`src/ppdm_pkg.sv`:
```
// Shared types and constants of the PWM period and duty meter.
package ppdm_pkg;

   // Field widths.
   localparam int CNT_W  = 16;   // capture counter width
   localparam int PER_W  = CNT_W + 1;
   localparam int TICK_W = 27;
   localparam int DUTY_W = 7;

   // Tick rate after reset and the duty ceiling.
   localparam logic [TICK_W-1:0] TICK_RATE_RESET = TICK_W'(1000000);
   localparam logic [DUTY_W-1:0] DUTY_MAX = DUTY_W'(100);

   // Divider step count: one quotient bit per cycle over the widest dividend.
   localparam int DIV_STEPS = TICK_W;
   localparam int STEP_W    = $clog2(DIV_STEPS);

   // Meter sequencer states.
   typedef enum logic [2:0] {
      ST_WAIT_RISE,
      ST_WAIT_FALL,
      ST_WAIT_RISE2,
      ST_FREQ_START,
      ST_FREQ_WAIT,
      ST_DUTY_START,
      ST_DUTY_WAIT,
      ST_DONE
   } ppdm_state_type;

   // Divider status toward the sequencer.
   typedef struct packed {
      logic busy;
      logic done;
   } ppdm_div_stat_type;

endpackage

```
`src/pwm_period_duty_meter_unit.sv`:
```
// Top level of the PWM period, frequency and duty meter.
//
//   channel  direction  handshake            payload
//   req      in         req_valid/req_stall  req_edge_rising, req_stamp
//   rsp      out        rsp_valid/rsp_stall  rsp_period_ticks, rsp_frequency, rsp_duty_percent
//   csr      in         csr_wr_en            csr_wr_data (tick rate)
//
// Capture requests that do not close a measurement are taken without a stall.
// The second rising edge starts two passes of the bit-serial divider, 27 shift
// steps each, first frequency and then duty; the result register is loaded
// once both passes are done and the output register is free.
// Reset is synchronous and returns to waiting for a first rising edge.
// req_stall is high from the closing request until its result is loaded, and
// longer while an earlier result still waits unaccepted in the output register.
module pwm_period_duty_meter_unit
   import ppdm_pkg::*;
(
   input  logic              clock,
   input  logic              reset,
   input  logic              req_valid,
   output logic              req_stall,
   input  logic              req_edge_rising,
   input  logic [CNT_W-1:0]  req_stamp,
   output logic              rsp_valid,
   input  logic              rsp_stall,
   output logic [PER_W-1:0]  rsp_period_ticks,
   output logic [TICK_W-1:0] rsp_frequency,
   output logic [DUTY_W-1:0] rsp_duty_percent,
   input  logic              csr_wr_en,
   input  logic [TICK_W-1:0] csr_wr_data
);

   ppdm_state_type    state_ff, state_in;
   logic [TICK_W-1:0] tick_rate_ff;
   logic [CNT_W-1:0]  rise_ff, fall_ff;
   logic [PER_W-1:0]  period_ff;
   logic [CNT_W-1:0]  high_ff;
   logic [TICK_W-1:0] freq_ff;
   logic [DUTY_W-1:0] duty_ff;
   logic              rsp_valid_ff;
   logic [PER_W-1:0]  rsp_period_ff;
   logic [TICK_W-1:0] rsp_freq_ff;
   logic [DUTY_W-1:0] rsp_duty_ff;

   logic              req_take;
   logic              out_free;
   logic              load_rsp;
   logic              div_start;
   logic              div_sel_duty;
   logic [TICK_W-1:0] div_dividend;
   logic [TICK_W-1:0] div_quotient;
   ppdm_div_stat_type div_stat;
   logic [CNT_W-1:0]  period_diff;
   logic [PER_W-1:0]  period_in;
   logic [TICK_W-1:0] high_x100;

   assign req_take = req_valid && !req_stall;
   assign out_free = !rsp_valid_ff || !rsp_stall;

   // Period and high time modulo the counter wrap; equal stamps mean a full wrap.
   always_comb begin
      period_diff = req_stamp - rise_ff;
      period_in   = (period_diff == '0) ? {1'b1, {CNT_W{1'b0}}} : {1'b0, period_diff};
   end

   // High time times 100 as shifts and adds: 64 + 32 + 4.
   always_comb begin
      high_x100 = (TICK_W'(high_ff) << 6) + (TICK_W'(high_ff) << 5)
                + (TICK_W'(high_ff) << 2);
   end

   // Next state.
   always_comb begin
      state_in = state_ff;
      unique case (state_ff)
         ST_WAIT_RISE: begin
            if (req_take && req_edge_rising) state_in = ST_WAIT_FALL;
         end
         ST_WAIT_FALL: begin
            if (req_take && !req_edge_rising) state_in = ST_WAIT_RISE2;
         end
         ST_WAIT_RISE2: begin
            if (req_take && req_edge_rising) state_in = ST_FREQ_START;
         end
         ST_FREQ_START: state_in = ST_FREQ_WAIT;
         ST_FREQ_WAIT: begin
            if (div_stat.done) state_in = ST_DUTY_START;
         end
         ST_DUTY_START: state_in = ST_DUTY_WAIT;
         ST_DUTY_WAIT: begin
            if (div_stat.done) state_in = ST_DONE;
         end
         ST_DONE: begin
            if (out_free) state_in = ST_WAIT_RISE;
         end
         default: state_in = ST_WAIT_RISE;
      endcase
   end

   // Sequencer outputs.
   always_comb begin
      req_stall    = 1'b1;
      div_start    = 1'b0;
      div_sel_duty = 1'b0;
      load_rsp     = 1'b0;
      unique case (state_ff)
         ST_WAIT_RISE, ST_WAIT_FALL, ST_WAIT_RISE2: req_stall = 1'b0;
         ST_FREQ_START: div_start = 1'b1;
         ST_DUTY_START: begin
            div_start    = 1'b1;
            div_sel_duty = 1'b1;
         end
         ST_DONE: load_rsp = out_free;
         default: req_stall = 1'b1;
      endcase
   end

   assign div_dividend = div_sel_duty ? high_x100 : tick_rate_ff;

   ppdm_divider u_divider (
      .clock    (clock),
      .reset    (reset),
      .start    (div_start),
      .dividend (div_dividend),
      .divisor  (period_ff),
      .stat     (div_stat),
      .quotient (div_quotient)
   );

   // Control registers: state, tick rate and output valid.
   always_ff @(posedge clock) begin
      if (reset) begin
         state_ff     <= ST_WAIT_RISE;
         tick_rate_ff <= TICK_RATE_RESET;
         rsp_valid_ff <= 1'b0;
      end else begin
         state_ff <= state_in;
         if (csr_wr_en) begin
            tick_rate_ff <= csr_wr_data;
         end
         if (load_rsp) begin
            rsp_valid_ff <= 1'b1;
         end else if (!rsp_stall) begin
            rsp_valid_ff <= 1'b0;
         end
      end
   end

   // Captured stamps and measurement results.
   always_ff @(posedge clock) begin
      if (req_take && req_edge_rising && state_ff == ST_WAIT_RISE) begin
         rise_ff <= req_stamp;
      end
      if (req_take && !req_edge_rising && state_ff == ST_WAIT_FALL) begin
         fall_ff <= req_stamp;
      end
      if (req_take && req_edge_rising && state_ff == ST_WAIT_RISE2) begin
         period_ff <= period_in;
         high_ff   <= fall_ff - rise_ff;
      end
      if (state_ff == ST_FREQ_WAIT && div_stat.done) begin
         freq_ff <= div_quotient;
      end
      if (state_ff == ST_DUTY_WAIT && div_stat.done) begin
         duty_ff <= (div_quotient > TICK_W'(DUTY_MAX)) ? DUTY_MAX
                                                        : div_quotient[DUTY_W-1:0];
      end
      if (load_rsp) begin
         rsp_period_ff <= period_ff;
         rsp_freq_ff   <= freq_ff;
         rsp_duty_ff   <= duty_ff;
      end
   end

   assign rsp_valid        = rsp_valid_ff;
   assign rsp_period_ticks = rsp_period_ff;
   assign rsp_frequency    = rsp_freq_ff;
   assign rsp_duty_percent = rsp_duty_ff;

endmodule

```
`src/ppdm_divider.sv`:
```
// Bit-serial restoring divider: one quotient bit per cycle.
module ppdm_divider
   import ppdm_pkg::*;
(
   input  logic                    clock,
   input  logic                    reset,
   input  logic                    start,
   input  logic [TICK_W-1:0]       dividend,
   input  logic [PER_W-1:0]        divisor,
   output ppdm_div_stat_type       stat,
   output logic [TICK_W-1:0]       quotient
);

   logic [PER_W-1:0]  rem_ff, rem_in;
   logic [TICK_W-1:0] quo_ff, quo_in;
   logic [PER_W-1:0]  div_ff;
   logic [STEP_W-1:0] step_ff, step_in;
   logic              busy_ff, busy_in;
   logic              done_ff, done_in;
   logic [PER_W:0]    rem_shift;
   logic              fits;

   // One restoring step: bring down the next dividend bit, subtract if it fits.
   always_comb begin
      rem_shift = {rem_ff, quo_ff[TICK_W-1]};
      fits      = rem_shift >= {1'b0, div_ff};
      rem_in    = rem_ff;
      quo_in    = quo_ff;
      step_in   = step_ff;
      busy_in   = busy_ff;
      done_in   = 1'b0;
      if (start) begin
         rem_in  = '0;
         quo_in  = dividend;
         step_in = '0;
         busy_in = 1'b1;
      end else if (busy_ff) begin
         rem_in = fits ? PER_W'(rem_shift - {1'b0, div_ff}) : rem_shift[PER_W-1:0];
         quo_in = {quo_ff[TICK_W-2:0], fits};
         step_in = step_ff + 1'b1;
         if (step_ff == STEP_W'(DIV_STEPS - 1)) begin
            busy_in = 1'b0;
            done_in = 1'b1;
         end
      end
   end

   // Control state.
   always_ff @(posedge clock) begin
      if (reset) begin
         busy_ff <= 1'b0;
         done_ff <= 1'b0;
         step_ff <= '0;
      end else begin
         busy_ff <= busy_in;
         done_ff <= done_in;
         step_ff <= step_in;
      end
   end

   // Datapath shift registers.
   always_ff @(posedge clock) begin
      rem_ff <= rem_in;
      quo_ff <= quo_in;
      if (start) begin
         div_ff <= divisor;
      end
   end

   assign stat.busy = busy_ff;
   assign stat.done = done_ff;
   assign quotient  = quo_ff;

endmodule
```
`config.mk`:
```
export PLATFORM = sky130hd
export DESIGN_NAME = pwm_period_duty_meter_unit
export DESIGN_NICKNAME = d
export VERILOG_FILES = /design/src/ppdm_pkg.sv /design/src/pwm_period_duty_meter_unit.sv /design/src/ppdm_divider.sv
export SDC_FILE = /design/constraint.sdc
export NUM_CORES = 1
export LEC_CHECK = 0
export CAP_MARGIN = 0
export CORE_ASPECT_RATIO = 0.9
export CORE_UTILIZATION = 60
export CTS_CLUSTER_DIAMETER = 200
export CTS_CLUSTER_SIZE = 20
export DETAILED_ROUTE_END_ITERATION = 12
export DONT_BUFFER_PORTS = 1
export PLACE_DENSITY_LB_ADDON = 0.15
export SLEW_MARGIN = 20
export SYNTH_ARGS = -nofsm -noshare
export SYNTH_HDL_FRONTEND = slang
export SYNTH_SLANG_ARGS = --single-unit
```
`constraint.sdc`:
```
create_clock -name clock -period 6.05 [get_ports clock]
set_input_delay 0.9075 -clock clock [delete_from_list [all_inputs] [get_ports clock]]
set_output_delay 0.9075 -clock clock [all_outputs]
set_load 0.02 [all_outputs]
```
==> run_summary.xml, run 1 <==
<?xml version="1.0" encoding="UTF-8"?>
<metrics>
  <group name="layout">
    <metric name="layout.nets" unit="">1108</metric>
    <metric name="layout.cells.most_common_list" unit="">194 x sky130_fd_sc_hd__edfxtp_1, 70 x sky130_fd_sc_hd__ha_1, 69 x sky130_fd_sc_hd__nor2_1</metric>
    <metric name="most_frequent_standard_cell_in_the_layout_excluding_fill_and_tap_cells" unit="">sky130_fd_sc_hd__edfxtp_1</metric>
    <metric name="final_core_utilization" unit="">0.658</metric>
    <metric name="layout_stage_area_growth_over_the_synthesis_result" unit="%">6.44</metric>
    <metric name="antennaDiodeCount" unit="">0</metric>
    <metric name="drive_gt1_frac" unit="">0.0560</metric>
    <metric name="final_cells" unit="">1233</metric>
  </group>
  <group name="global_route">
    <metric name="grt_first_pass_wirelength" unit="mm">36.0</metric>
    <metric name="grt-ovfl-total" unit="">0</metric>
    <metric name="grt_max_degree" unit="">41</metric>
    <metric name="grtUsageTotal" unit="">0.226</metric>
    <metric name="antenna_found_initial" unit="">0</metric>
    <metric name="number_of_global_route_vias_before_repair" unit="">6975</metric>
  </group>
  <group name="pwr">
    <metric name="cellPowerDensity" unit="mW/mm2">306</metric>
    <metric name="peakVddDrop" unit="uV">250</metric>
    <metric name="leakage_component_of_the_power" unit="nW">4.82</metric>
  </group>
  <group name="setup_path">
    <metric name="worstPathRequired" unit="ps">6290</metric>
    <metric name="rrSetupSlack" unit="ps">2720</metric>
    <metric name="crit_fanout" unit="">3</metric>
    <metric name="criticalPathCategory" unit="">reg -&gt; reg</metric>
    <metric name="worst_setup_path_start_kind" unit="">flip-flop</metric>
    <metric name="critical-path-max-stage-delay" unit="ps">530</metric>
    <metric name="worstPathArrival" unit="ps">3570</metric>
    <metric name="cp_slowest_cell" unit="">sky130_fd_sc_hd__fa_1</metric>
    <metric name="cell_by_cell_trace_of_the_critical_path" unit="">inv_1 -&gt; fa_1 -&gt; inv_1 -&gt; ha_1 -&gt; fa_1 -&gt; a21oi_1 -&gt; o21bai_1 -&gt; a21oi_1 -&gt; o21bai_1 -&gt; a221oi_1 -&gt; nor2b_1 -&gt; o31a_1</metric>
    <metric name="worst_r2r_startpoint" unit="">high_ff[0]</metric>
    <metric name="setup.worst_path.end_class" unit="">flip-flop</metric>
    <metric name="r2r.worst_path.cells" unit="">12</metric>
    <metric name="worstReg2RegEnd" unit="">u_divider.quotient[22]</metric>
  </group>
  <group name="routing">
    <metric name="detail_route.drc_violations" unit="">0</metric>
    <metric name="routed_wl" unit="mm">22.7</metric>
    <metric name="vias" unit="">7286</metric>
    <metric name="drt_iter0_drc" unit="">516</metric>
    <metric name="antenna_violating_nets_post_route" unit="">0</metric>
    <metric name="drt_pre_antenna_iters" unit="">4</metric>
    <metric name="routed_wire_length_per_instance" unit="um">18.4</metric>
    <metric name="route.detailed.vias_per_inst" unit="">5.91</metric>
  </group>
  <group name="logic_synthesis">
    <metric name="synth_edf_count" unit="">194</metric>
    <metric name="synth-seq-cells" unit="">249</metric>
    <metric name="synth_top_flop_cell" unit="">sky130_fd_sc_hd__edfxtp_1</metric>
    <metric name="netlist_top_cells_area" unit="">sky130_fd_sc_hd__edfxtp_1 49%, sky130_fd_sc_hd__dfxtp_1 9.2%, sky130_fd_sc_hd__ha_1 7.3%</metric>
    <metric name="async_flop_share" unit="">0</metric>
    <metric name="cell_type_contributing_the_most_total_cell_area_after_synthesis" unit="">sky130_fd_sc_hd__edfxtp_1</metric>
    <metric name="synthCells" unit="">972</metric>
    <metric name="syn_area_per_cell" unit="um2">12.3</metric>
    <metric name="ys.warnings.count" unit="">0</metric>
    <metric name="seq_area_frac_synth" unit="">0.577</metric>
    <metric name="syn-cell-area" unit="mm2">0.0120</metric>
    <metric name="netlist-cell-type-count" unit="">71</metric>
    <metric name="post-synth-top-area-fraction" unit="">0.486</metric>
    <metric name="synth_nets" unit="">1107</metric>
  </group>
  <group name="clocking">
    <metric name="cts_max_path_buffers" unit="">3</metric>
    <metric name="h-tree-depth" unit="">1</metric>
    <metric name="cts.sink_count" unit="">249</metric>
    <metric name="post_cts_buffers" unit="">0</metric>
    <metric name="clock_latency" unit="ps">500</metric>
    <metric name="clk_root_buffer_cell" unit="">sky130_fd_sc_hd__clkbuf_16</metric>
    <metric name="cts_hold_buffers" unit="">0</metric>
    <metric name="cts_tree" unit="">yes</metric>
    <metric name="postCtsResizedCells" unit="">0</metric>
    <metric name="cts.clk_slew.worst_paths" unit="ps">90</metric>
    <metric name="number_of_buffers_created_by_cts" unit="">16</metric>
  </group>
  <group name="timing">
    <metric name="final.setup_skew" unit="ps">26.7</metric>
    <metric name="timing.final.hold_violations" unit="">0</metric>
    <metric name="timing.final.max_slew_violations" unit="">0</metric>
    <metric name="final.setup.tns" unit="ps">0</metric>
    <metric name="tightest_slew" unit="ps">987</metric>
    <metric name="post-route-period-util" unit="">0.550</metric>
    <metric name="fmax" unit="MHz">300</metric>
    <metric name="maxSlewHeadroom" unit="">0.338</metric>
    <metric name="fin_crit" unit="ps">3330</metric>
    <metric name="rsz0062_at_grt" unit="">false</metric>
    <metric name="endpoints_failing_setup" unit="">0</metric>
    <metric name="fin_hold_ws" unit="ps">412</metric>
  </group>
  <group name="place">
    <metric name="gp_congestion" unit="">0.867</metric>
    <metric name="buffer_ports.inserted" unit="">0</metric>
    <metric name="dpl.cell_count" unit="">1205</metric>
    <metric name="hpwlAfterDp" unit="mm">16.9</metric>
  </group>
  <group name="floorplan">
    <metric name="die_area" unit="mm2">0.0206</metric>
    <metric name="floorplan.die.height" unit="um">136</metric>
    <metric name="row_count" unit="">48</metric>
    <metric name="io-pin-count" unit="">102</metric>
    <metric name="die_w" unit="um">151</metric>
    <metric name="initial_utilization" unit="">0.618</metric>
    <metric name="floorplan.core_area" unit="mm2">0.0194</metric>
  </group>
  <group name="min_path">
    <metric name="worstHoldPathCells" unit="">0</metric>
    <metric name="worstHoldPathType" unit="">reg -&gt; reg</metric>
    <metric name="worst_hold_startpoint" unit="">freq_ff[18]</metric>
    <metric name="hold_end" unit="">rsp_frequency[18]</metric>
  </group>
  <group name="outcome">
    <metric name="status" unit="">finished, final reports clean</metric>
  </group>
  <group name="job">
    <metric name="max-cap-violations" unit="">0</metric>
  </group>
</metrics>
-- how the worst max path moves through the flow --
stage,startpoint,to,slack (ps)
2_1_floorplan,rsp_stall,rsp_duty_percent[0],2120
3_3_place_gp,u_divider.quotient[26],u_divider.rem_ff[0],2660
3_5_place_dp,high_ff[1],u_divider.quotient[22],2760
4_1_cts,high_ff[1],u_divider.quotient[22],2720
5_1_grt,state_ff[1],u_divider.quotient[19],2460
6_report,high_ff[0],u_divider.quotient[22],2720
-- critical path, delay by kind of cell, from the launching register on --
kind | cells | cell delay [ps]
compound gates | 6 | 1320
fa+ha+maj | 3 | 1160
flops | 1 | 390
buf+inv | 2 | 110
simple gates | 1 | 90
-- area by class of cell --
cell class	instances	area (um2)
Clock buffer	27	463
Clock inverter	1	16.3
Fill cell	1479	6630
Inverter	63	236
Multi-Input combinational cell	633	4740
Sequential cell	249	6930
Tap cell	250	313
Timing Repair Buffer	10	75.1
-- cells in the mapped netlist (all sizes together), types with 9 or more instances --
cell	count
edfxtp	194
ha	70
nor2	70
inv	63
nand2	56
dfxtp	55
o21ai	49
a21oi	48
mux2i	37
xnor2	36
nor3	25
clkbuf	22
nand3	18
nor2b	17
fa	16
o21a	14
a21o	11
xor2	11
a211o	10
and2	9
-- power by group --
part	switching (mW)	internal (mW)	leakage, nW
Combinational	0.457	0.388	2.40
Sequential	0.0658	1.93	2.19
Clock	0.535	0.530	0.228
Total	1.06	2.84	4.82
-- logic make-up after synthesis --
logic type               share of synthesized area
AO/OA/AOI/OAI                                0.115
XOR/XNOR                                    0.0343
adder cells (fa/ha/maj)                     0.0997
buffers and inverters                       0.0302
flip-flops                                   0.577
multiplexers                                0.0327
AND/OR/NAND/NOR                              0.110
-- registers in the layout, summed over array words and instances (netlist names), 3 cells and up --
signal,flops
u_divider.quotient,27
period_ff,17
rsp_duty_percent,7
high_ff,16
u_divider.div_ff,17
rise_ff,16
u_divider.step_ff,5
state_ff,3
u_divider.rem_ff,17
rsp_period_ticks,17
freq_ff,27
duty_ff,7
rsp_frequency,27
fall_ff,16
tick_rate_ff,27
-- per-stage QoR --
stage | cell area [um2] | worst slack [ps] | total power [mW]
floorplan | 12000 | 2120 | 2.74
global placement | 12300 | 2660 | 2.84
detailed placement | 12300 | 2760 | 2.87
CTS | 12800 | 2720 | 3.93
global route | 12800 | 2460 | 4.09
finish | 12800 | 2720 | 3.90
-- per-layer routing --
layer  part of all wire  track usage
met5                  0            0
met4              0.016       0.0494
met3              0.059       0.0393
met2               0.46        0.360
met1               0.46        0.325
(Power assumes the default switching activity.)
==> run 2, diff against run 1 <==
--- a/config.mk
+++ b/config.mk
@@ -7,7 +7,7 @@
 export LEC_CHECK = 0
 export CAP_MARGIN = 0
 export CORE_ASPECT_RATIO = 0.9
-export CORE_UTILIZATION = 60
+export CORE_UTILIZATION = 58
 export CTS_CLUSTER_DIAMETER = 200
 export CTS_CLUSTER_SIZE = 20
 export DETAILED_ROUTE_END_ITERATION = 12
==> constraint.sdc (replaced) <==
create_clock -name clock -period 2.76 [get_ports clock]
set_input_delay 0.414 -clock clock [delete_from_list [all_inputs] [get_ports clock]]
set_output_delay 0.414 -clock clock [all_outputs]
set_load 0.02 [all_outputs]
==> run_summary.xml, run 2 (same netlist as run 1, synthesis figures left out) <==
<?xml version="1.0" encoding="UTF-8"?>
<metrics>
  <group name="layout">
    <metric name="layout.nets" unit="">1197</metric>
    <metric name="most_frequent_standard_cell_in_the_layout_excluding_fill_and_tap_cells" unit="">sky130_fd_sc_hd__edfxtp_1</metric>
    <metric name="stdcell_area" unit="mm2">0.0137</metric>
    <metric name="layout.cells.most_common_list" unit="">194 x sky130_fd_sc_hd__edfxtp_1, 76 x sky130_fd_sc_hd__buf_4, 68 x sky130_fd_sc_hd__nor2_1</metric>
    <metric name="layout_stage_area_growth_over_the_synthesis_result" unit="%">14.4</metric>
    <metric name="antennaDiodeCount" unit="">0</metric>
    <metric name="drive_gt1_frac" unit="">0.153</metric>
  </group>
  <group name="floorplan">
    <metric name="floorplan.die.height" unit="um">138</metric>
    <metric name="row_count" unit="">49</metric>
    <metric name="floorplan.core_area" unit="mm2">0.0201</metric>
    <metric name="die_area" unit="mm2">0.0213</metric>
    <metric name="initial_utilization" unit="">0.597</metric>
    <metric name="die_w" unit="um">154</metric>
    <metric name="io-pin-count" unit="">102</metric>
  </group>
  <group name="setup_path">
    <metric name="rrSetupSlack" unit="ps">-150</metric>
    <metric name="worstPathRequired" unit="ps">3000</metric>
    <metric name="cp-endpoint" unit="">u_divider.quotient[22]</metric>
    <metric name="criticalPathCategory" unit="">reg -&gt; reg</metric>
    <metric name="cp-startpoint" unit="">high_ff[0]</metric>
    <metric name="crit_fanout" unit="">2</metric>
    <metric name="worstPathArrival" unit="ps">3140</metric>
    <metric name="setup.worst_path.end_class" unit="">flip-flop</metric>
    <metric name="r2r.worst_path.cells" unit="">12</metric>
    <metric name="worst_r2r_startpoint" unit="">high_ff[0]</metric>
    <metric name="worstReg2RegEnd" unit="">u_divider.quotient[22]</metric>
    <metric name="worst_setup_path_start_kind" unit="">flip-flop</metric>
  </group>
  <group name="global_route">
    <metric name="grt-ovfl-total" unit="">0</metric>
    <metric name="grt_max_degree" unit="">35</metric>
    <metric name="number_of_global_route_vias_before_repair" unit="">7125</metric>
    <metric name="grt_first_pass_wirelength" unit="mm">37.3</metric>
    <metric name="grtUsageTotal" unit="">0.222</metric>
    <metric name="antenna_found_initial" unit="">0</metric>
  </group>
  <group name="pwr">
    <metric name="peakVddDrop" unit="uV">606</metric>
    <metric name="cellPowerDensity" unit="mW/mm2">652</metric>
    <metric name="leakage_component_of_the_power" unit="nW">5.29</metric>
  </group>
  <group name="place">
    <metric name="place_worst_setup_slack" unit="ps">-250</metric>
    <metric name="buffer_ports.inserted" unit="">0</metric>
    <metric name="dpl_cell_area" unit="mm2">0.0127</metric>
    <metric name="gp_congestion" unit="">0.822</metric>
    <metric name="hpwlAfterDp" unit="mm">16.8</metric>
  </group>
  <group name="routing">
    <metric name="detail_route.drc_violations" unit="">0</metric>
    <metric name="drt_pre_antenna_iters" unit="">5</metric>
    <metric name="drt_iter0_drc" unit="">480</metric>
    <metric name="routed_wire_length_per_instance" unit="um">18.1</metric>
    <metric name="antenna_violating_nets_post_route" unit="">0</metric>
    <metric name="route.detailed.vias_per_inst" unit="">5.74</metric>
    <metric name="routed_wl" unit="mm">24.0</metric>
    <metric name="vias" unit="">7611</metric>
  </group>
  <group name="clocking">
    <metric name="number_of_buffers_created_by_cts" unit="">16</metric>
    <metric name="h-tree-depth" unit="">1</metric>
    <metric name="cts.sink_count" unit="">249</metric>
    <metric name="cts_max_path_buffers" unit="">3</metric>
    <metric name="cts_tree" unit="">yes</metric>
    <metric name="clk_root_buffer_cell" unit="">sky130_fd_sc_hd__clkbuf_16</metric>
    <metric name="cts.clk_slew.worst_paths" unit="ps">90</metric>
    <metric name="clock_latency" unit="ps">490</metric>
  </group>
  <group name="outcome">
    <metric name="status" unit="">complete, but fails checks</metric>
    <metric name="failing_checks" unit="">negative setup slack</metric>
  </group>
  <group name="timing">
    <metric name="timing.final.hold_violations" unit="">0</metric>
    <metric name="fmax" unit="MHz">344</metric>
    <metric name="tightest_slew" unit="ps">642</metric>
    <metric name="post-route-period-util" unit="">1.05</metric>
    <metric name="final.setup_skew" unit="ps">15.9</metric>
    <metric name="endpoints_failing_setup" unit="">5</metric>
    <metric name="worst_slack" unit="ps">-146</metric>
    <metric name="rsz0062_at_grt" unit="">true</metric>
    <metric name="maxSlewHeadroom" unit="">0.571</metric>
    <metric name="timing.final.max_slew_violations" unit="">0</metric>
    <metric name="fin_hold_ws" unit="ps">15.8</metric>
    <metric name="fin_crit" unit="ps">2910</metric>
  </group>
  <group name="min_path">
    <metric name="worstHoldPathType" unit="">in -&gt; reg</metric>
  </group>
  <group name="job">
    <metric name="max-cap-violations" unit="">0</metric>
  </group>
</metrics>
[run 2: changes by cell type in the layout (fill, tap and decap cells not counted), moves of 4 or more]
cell	change
sky130_fd_sc_hd__buf_4	+66
sky130_fd_sc_hd__dlygate4sd3_1	+15
sky130_fd_sc_hd__o21ai_0	-12
sky130_fd_sc_hd__o21ai_1	+10
sky130_fd_sc_hd__buf_6	+6
sky130_fd_sc_hd__a21oi_1	-5
sky130_fd_sc_hd__a21oi_2	+4
sky130_fd_sc_hd__ha_1	-4
[run 2: stage by stage]
| step | util | power (mW) | cells | TNS (ps) |
|---|---|---|---|---|
| 2_1_floorplan | - | 6.00 | 972 | -116 |
| 3_3_place_gp | 0.634 | 6.38 | 1265 | -1220 |
| 3_5_place_dp | 0.634 | 6.41 | 1265 | -1980 |
| 4_1_cts | 0.666 | 8.82 | 1304 | -757 |
| 5_1_grt | 0.682 | 9.36 | 1325 | -1610 |
| 6_report | 0.682 | 8.95 | 1325 | -503 |
[run 2: power breakdown]
group          internal (mW)  switching (mW)  total (mW)  leakage, nW
clock                   1.15            1.20        2.35        0.226
combinational           1.13            1.11        2.24         2.88
sequential              4.22           0.137        4.36         2.19
[run 2: critical path, stage by stage, from the launching register on]
cell,delay (ps)
sky130_fd_sc_hd__edfxtp_1,380
sky130_fd_sc_hd__inv_2,50
sky130_fd_sc_hd__fa_1,550
sky130_fd_sc_hd__inv_2,50
sky130_fd_sc_hd__ha_4,150
sky130_fd_sc_hd__fa_2,340
sky130_fd_sc_hd__a21oi_2,140
sky130_fd_sc_hd__o21bai_2,80
sky130_fd_sc_hd__a21oi_2,180
sky130_fd_sc_hd__o21bai_2,110
sky130_fd_sc_hd__a221oi_2,300
sky130_fd_sc_hd__nor2b_1,80
sky130_fd_sc_hd__o31a_1,240
[run 2: repair_timing]
action,in CTS,in global routing
resized for setup,26,32
hold endpoints to repair,28,22
setup endpoints to repair,22,30
setup buffers,11,9
pin swaps,25,28
hold buffers,2,14
[run 2: per-layer routing]
layer,track usage,routed length (um),up-vias
met1,0.319,11400,3604
met5,0,0,-
li1,-,-,3776
met2,0.355,11000,198
met3,0.0386,1220,33
met4,0.0468,435,0
[run 2: worst min path at each step]
stage	start	endpoint	depth (start not counted)
detailed placement	duty_ff[1]	rsp_duty_percent[1]	0
global placement	freq_ff[20]	rsp_frequency[20]	0
finish	req_stamp[1]	rise_ff[1]	0
global route	req_stamp[1]	rise_ff[1]	0
floorplan	duty_ff[0]	rsp_duty_percent[0]	0
CTS	req_stamp[1]	rise_ff[1]	0
[run 2: area by class of cell]
class | count | area (um2)
clock inverter | 1 | 16.3
tap | 255 | 319
multi-input combinational | 633 | 4950
fill | 1482 | 6390
clock buffer | 25 | 455
timing repair buffer | 99 | 813
inverter | 63 | 236
sequential | 249 | 6930
==> run 3, diff against run 2 <==
--- a/config.mk
+++ b/config.mk
@@ -13,6 +13,7 @@
 export DETAILED_ROUTE_END_ITERATION = 12
 export DONT_BUFFER_PORTS = 1
 export PLACE_DENSITY_LB_ADDON = 0.15
+export RECOVER_POWER = 50
 export SLEW_MARGIN = 20
 export SYNTH_ARGS = -nofsm -noshare
 export SYNTH_HDL_FRONTEND = slang
==> constraint.sdc (replaced) <==
create_clock -name clock -period 2.65 [get_ports clock]
set_input_delay 0.3975 -clock clock [delete_from_list [all_inputs] [get_ports clock]]
set_output_delay 0.3975 -clock clock [all_outputs]
set_load 0.02 [all_outputs]
==> run_summary.xml, run 3 (same netlist as run 1, synthesis figures left out) <==
<?xml version="1.0" encoding="UTF-8"?>
<metrics>
  <group name="outcome">
    <metric name="status" unit="">complete, but fails checks</metric>
    <metric name="failing_checks" unit="">negative setup slack</metric>
  </group>
  <group name="layout">
    <metric name="final_core_utilization" unit="">0.699</metric>
    <metric name="fillCellCount" unit="">1464</metric>
    <metric name="layout.cells.most_common_list" unit="">194 x sky130_fd_sc_hd__edfxtp_1, 96 x sky130_fd_sc_hd__buf_4, 69 x sky130_fd_sc_hd__nor2_1</metric>
    <metric name="seq_area" unit="mm2">0.00693</metric>
    <metric name="most_frequent_standard_cell_in_the_layout_excluding_fill_and_tap_cells" unit="">sky130_fd_sc_hd__edfxtp_1</metric>
    <metric name="antennaDiodeCount" unit="">0</metric>
    <metric name="multi_input_area" unit="mm2">0.00507</metric>
    <metric name="drive_gt1_frac" unit="">0.183</metric>
    <metric name="layout_stage_area_growth_over_the_synthesis_result" unit="%">17.1</metric>
    <metric name="final_cells" unit="">1352</metric>
    <metric name="layout.nets" unit="">1222</metric>
  </group>
  <group name="timing">
    <metric name="final.setup_skew" unit="ps">13.5</metric>
    <metric name="worst_slack" unit="ps">-244</metric>
    <metric name="fmax" unit="MHz">346</metric>
    <metric name="maxSlewHeadroom" unit="">0.383</metric>
    <metric name="rsz0062_at_grt" unit="">true</metric>
    <metric name="post-route-period-util" unit="">1.09</metric>
    <metric name="fin_crit" unit="ps">2890</metric>
    <metric name="endpoints_failing_setup" unit="">21</metric>
    <metric name="timing.final.max_slew_violations" unit="">0</metric>
    <metric name="timing.final.hold_violations" unit="">0</metric>
    <metric name="final.setup.tns" unit="ps">-2180</metric>
    <metric name="tightest_slew" unit="ps">925</metric>
  </group>
  <group name="global_route">
    <metric name="grtUsageTotal" unit="">0.233</metric>
    <metric name="grt_first_pass_wirelength" unit="mm">39.3</metric>
    <metric name="number_of_global_route_vias_before_repair" unit="">7543</metric>
    <metric name="antenna_found_initial" unit="">0</metric>
    <metric name="grt_max_degree" unit="">35</metric>
    <metric name="grt-ovfl-total" unit="">0</metric>
  </group>
  <group name="floorplan">
    <metric name="floorplan.die.height" unit="um">138</metric>
    <metric name="initial_utilization" unit="">0.597</metric>
    <metric name="die_w" unit="um">154</metric>
    <metric name="die_area" unit="mm2">0.0213</metric>
    <metric name="floorplan.core_area" unit="mm2">0.0201</metric>
    <metric name="io-pin-count" unit="">102</metric>
    <metric name="row_count" unit="">49</metric>
  </group>
  <group name="setup_path">
    <metric name="worstPathArrival" unit="ps">3150</metric>
    <metric name="crit_fanout" unit="">2</metric>
    <metric name="worstPathRequired" unit="ps">2900</metric>
    <metric name="worst_setup_path_start_kind" unit="">flip-flop</metric>
    <metric name="r2r.worst_path.cells" unit="">10</metric>
    <metric name="setup.worst_path.end_class" unit="">flip-flop</metric>
    <metric name="criticalPathCategory" unit="">reg -&gt; reg</metric>
  </group>
  <group name="job">
    <metric name="max-cap-violations" unit="">0</metric>
  </group>
  <group name="clocking">
    <metric name="cts_max_path_buffers" unit="">3</metric>
    <metric name="cts.sink_count" unit="">249</metric>
    <metric name="clock_latency" unit="ps">490</metric>
    <metric name="number_of_buffers_created_by_cts" unit="">16</metric>
    <metric name="h-tree-depth" unit="">1</metric>
    <metric name="cts_tree" unit="">yes</metric>
    <metric name="clk_root_buffer_cell" unit="">sky130_fd_sc_hd__clkbuf_16</metric>
    <metric name="cts.clk_slew.worst_paths" unit="ps">90</metric>
  </group>
  <group name="pwr">
    <metric name="peakVddDrop" unit="uV">592</metric>
    <metric name="power" unit="mW">9.53</metric>
    <metric name="cellPowerDensity" unit="mW/mm2">679</metric>
    <metric name="leakage_component_of_the_power" unit="nW">5.43</metric>
  </group>
  <group name="place">
    <metric name="dpl.cell_count" unit="">1279</metric>
    <metric name="buffer_ports.inserted" unit="">0</metric>
    <metric name="hpwlAfterDp" unit="mm">17.2</metric>
    <metric name="gp_congestion" unit="">0.854</metric>
  </group>
  <group name="routing">
    <metric name="drt_iter0_drc" unit="">464</metric>
    <metric name="antenna_violating_nets_post_route" unit="">0</metric>
    <metric name="routed_wl" unit="mm">24.9</metric>
    <metric name="vias" unit="">7816</metric>
    <metric name="drt_pre_antenna_iters" unit="">5</metric>
    <metric name="detail_route.drc_violations" unit="">0</metric>
    <metric name="route.detailed.vias_per_inst" unit="">5.78</metric>
    <metric name="routed_wire_length_per_instance" unit="um">18.4</metric>
  </group>
  <group name="min_path">
    <metric name="worstHoldPathCells" unit="">1</metric>
    <metric name="worstHoldPathType" unit="">in -&gt; reg</metric>
  </group>
</metrics>
==> run 3: changes by cell type in the layout (fill, tap and decap cells not counted), sizes merged <==
cell	delta
clkbuf	+5
buf	+20
dlygate4sd3	+2
==> run 3: final cells by class <==
class,instances,area share
clock buffers,27,0.0330
clock inverters,1,0.00116
inverters,63,0.0168
multi-input cells,633,0.361
flip-flops and latches,249,0.493
well taps,255,0.0227
repair buffers,124,0.0721
==> run 3: through the flow <==
stage	area [um2]	worst slack, ps	hold WS [ps]
2_1_floorplan	12100	-202	400
3_3_place_gp	12900	-269	403
3_5_place_dp	12900	-343	405
4_1_cts	13800	-288	6.15
5_1_grt	14000	-383	6.52
6_report	14000	-244	23.4
==> run 3: worst max-delay path, cell delays in order (launching register included) <==
cell and delay (ps):
sky130_fd_sc_hd__edfxtp_1 410, sky130_fd_sc_hd__buf_6 140, sky130_fd_sc_hd__fa_2 620, sky130_fd_sc_hd__ha_4 210, sky130_fd_sc_hd__a21o_1 180, sky130_fd_sc_hd__a21oi_2 170, sky130_fd_sc_hd__o21ai_2 120, sky130_fd_sc_hd__nand3b_1 140
sky130_fd_sc_hd__a21boi_2 80, sky130_fd_sc_hd__or3_1 380, sky130_fd_sc_hd__a31o_2 210
==> run 3: final timing paths <==
| kind | start | end | slack, ps |
|---|---|---|---|
| max | high_ff[1] | u_divider.quotient[19] | -240 |
| min | reset | tick_rate_ff[18] | 20 |
| max reg2reg | high_ff[1] | u_divider.quotient[19] | -240 |
| min reg2reg | duty_ff[4] | rsp_duty_percent[4] | 420 |
==> run 3: timing repair <==
action,CTS,global route
cloned,1,0
hold buffers,18,0
resized for setup,37,48
setup endpoints to repair,32,36
buffers inserted,15,18
hold endpoints to repair,65,0
pin swaps,43,53
==> run 3: power breakdown <==
group	leakage [nW]	total [mW]	switching, mW	internal, mW
sequential	2.19	4.55	0.156	4.40
combinational	3.01	2.53	1.23	1.29
clock	0.228	2.45	1.24	1.21
==> run 3: layer usage <==
metal | wire length (um) | global-route usage
met5 | 0 | 0
met4 | 542 | 0.0563
met3 | 1160 | 0.0361
met2 | 11500 | 0.368
met1 | 11700 | 0.340
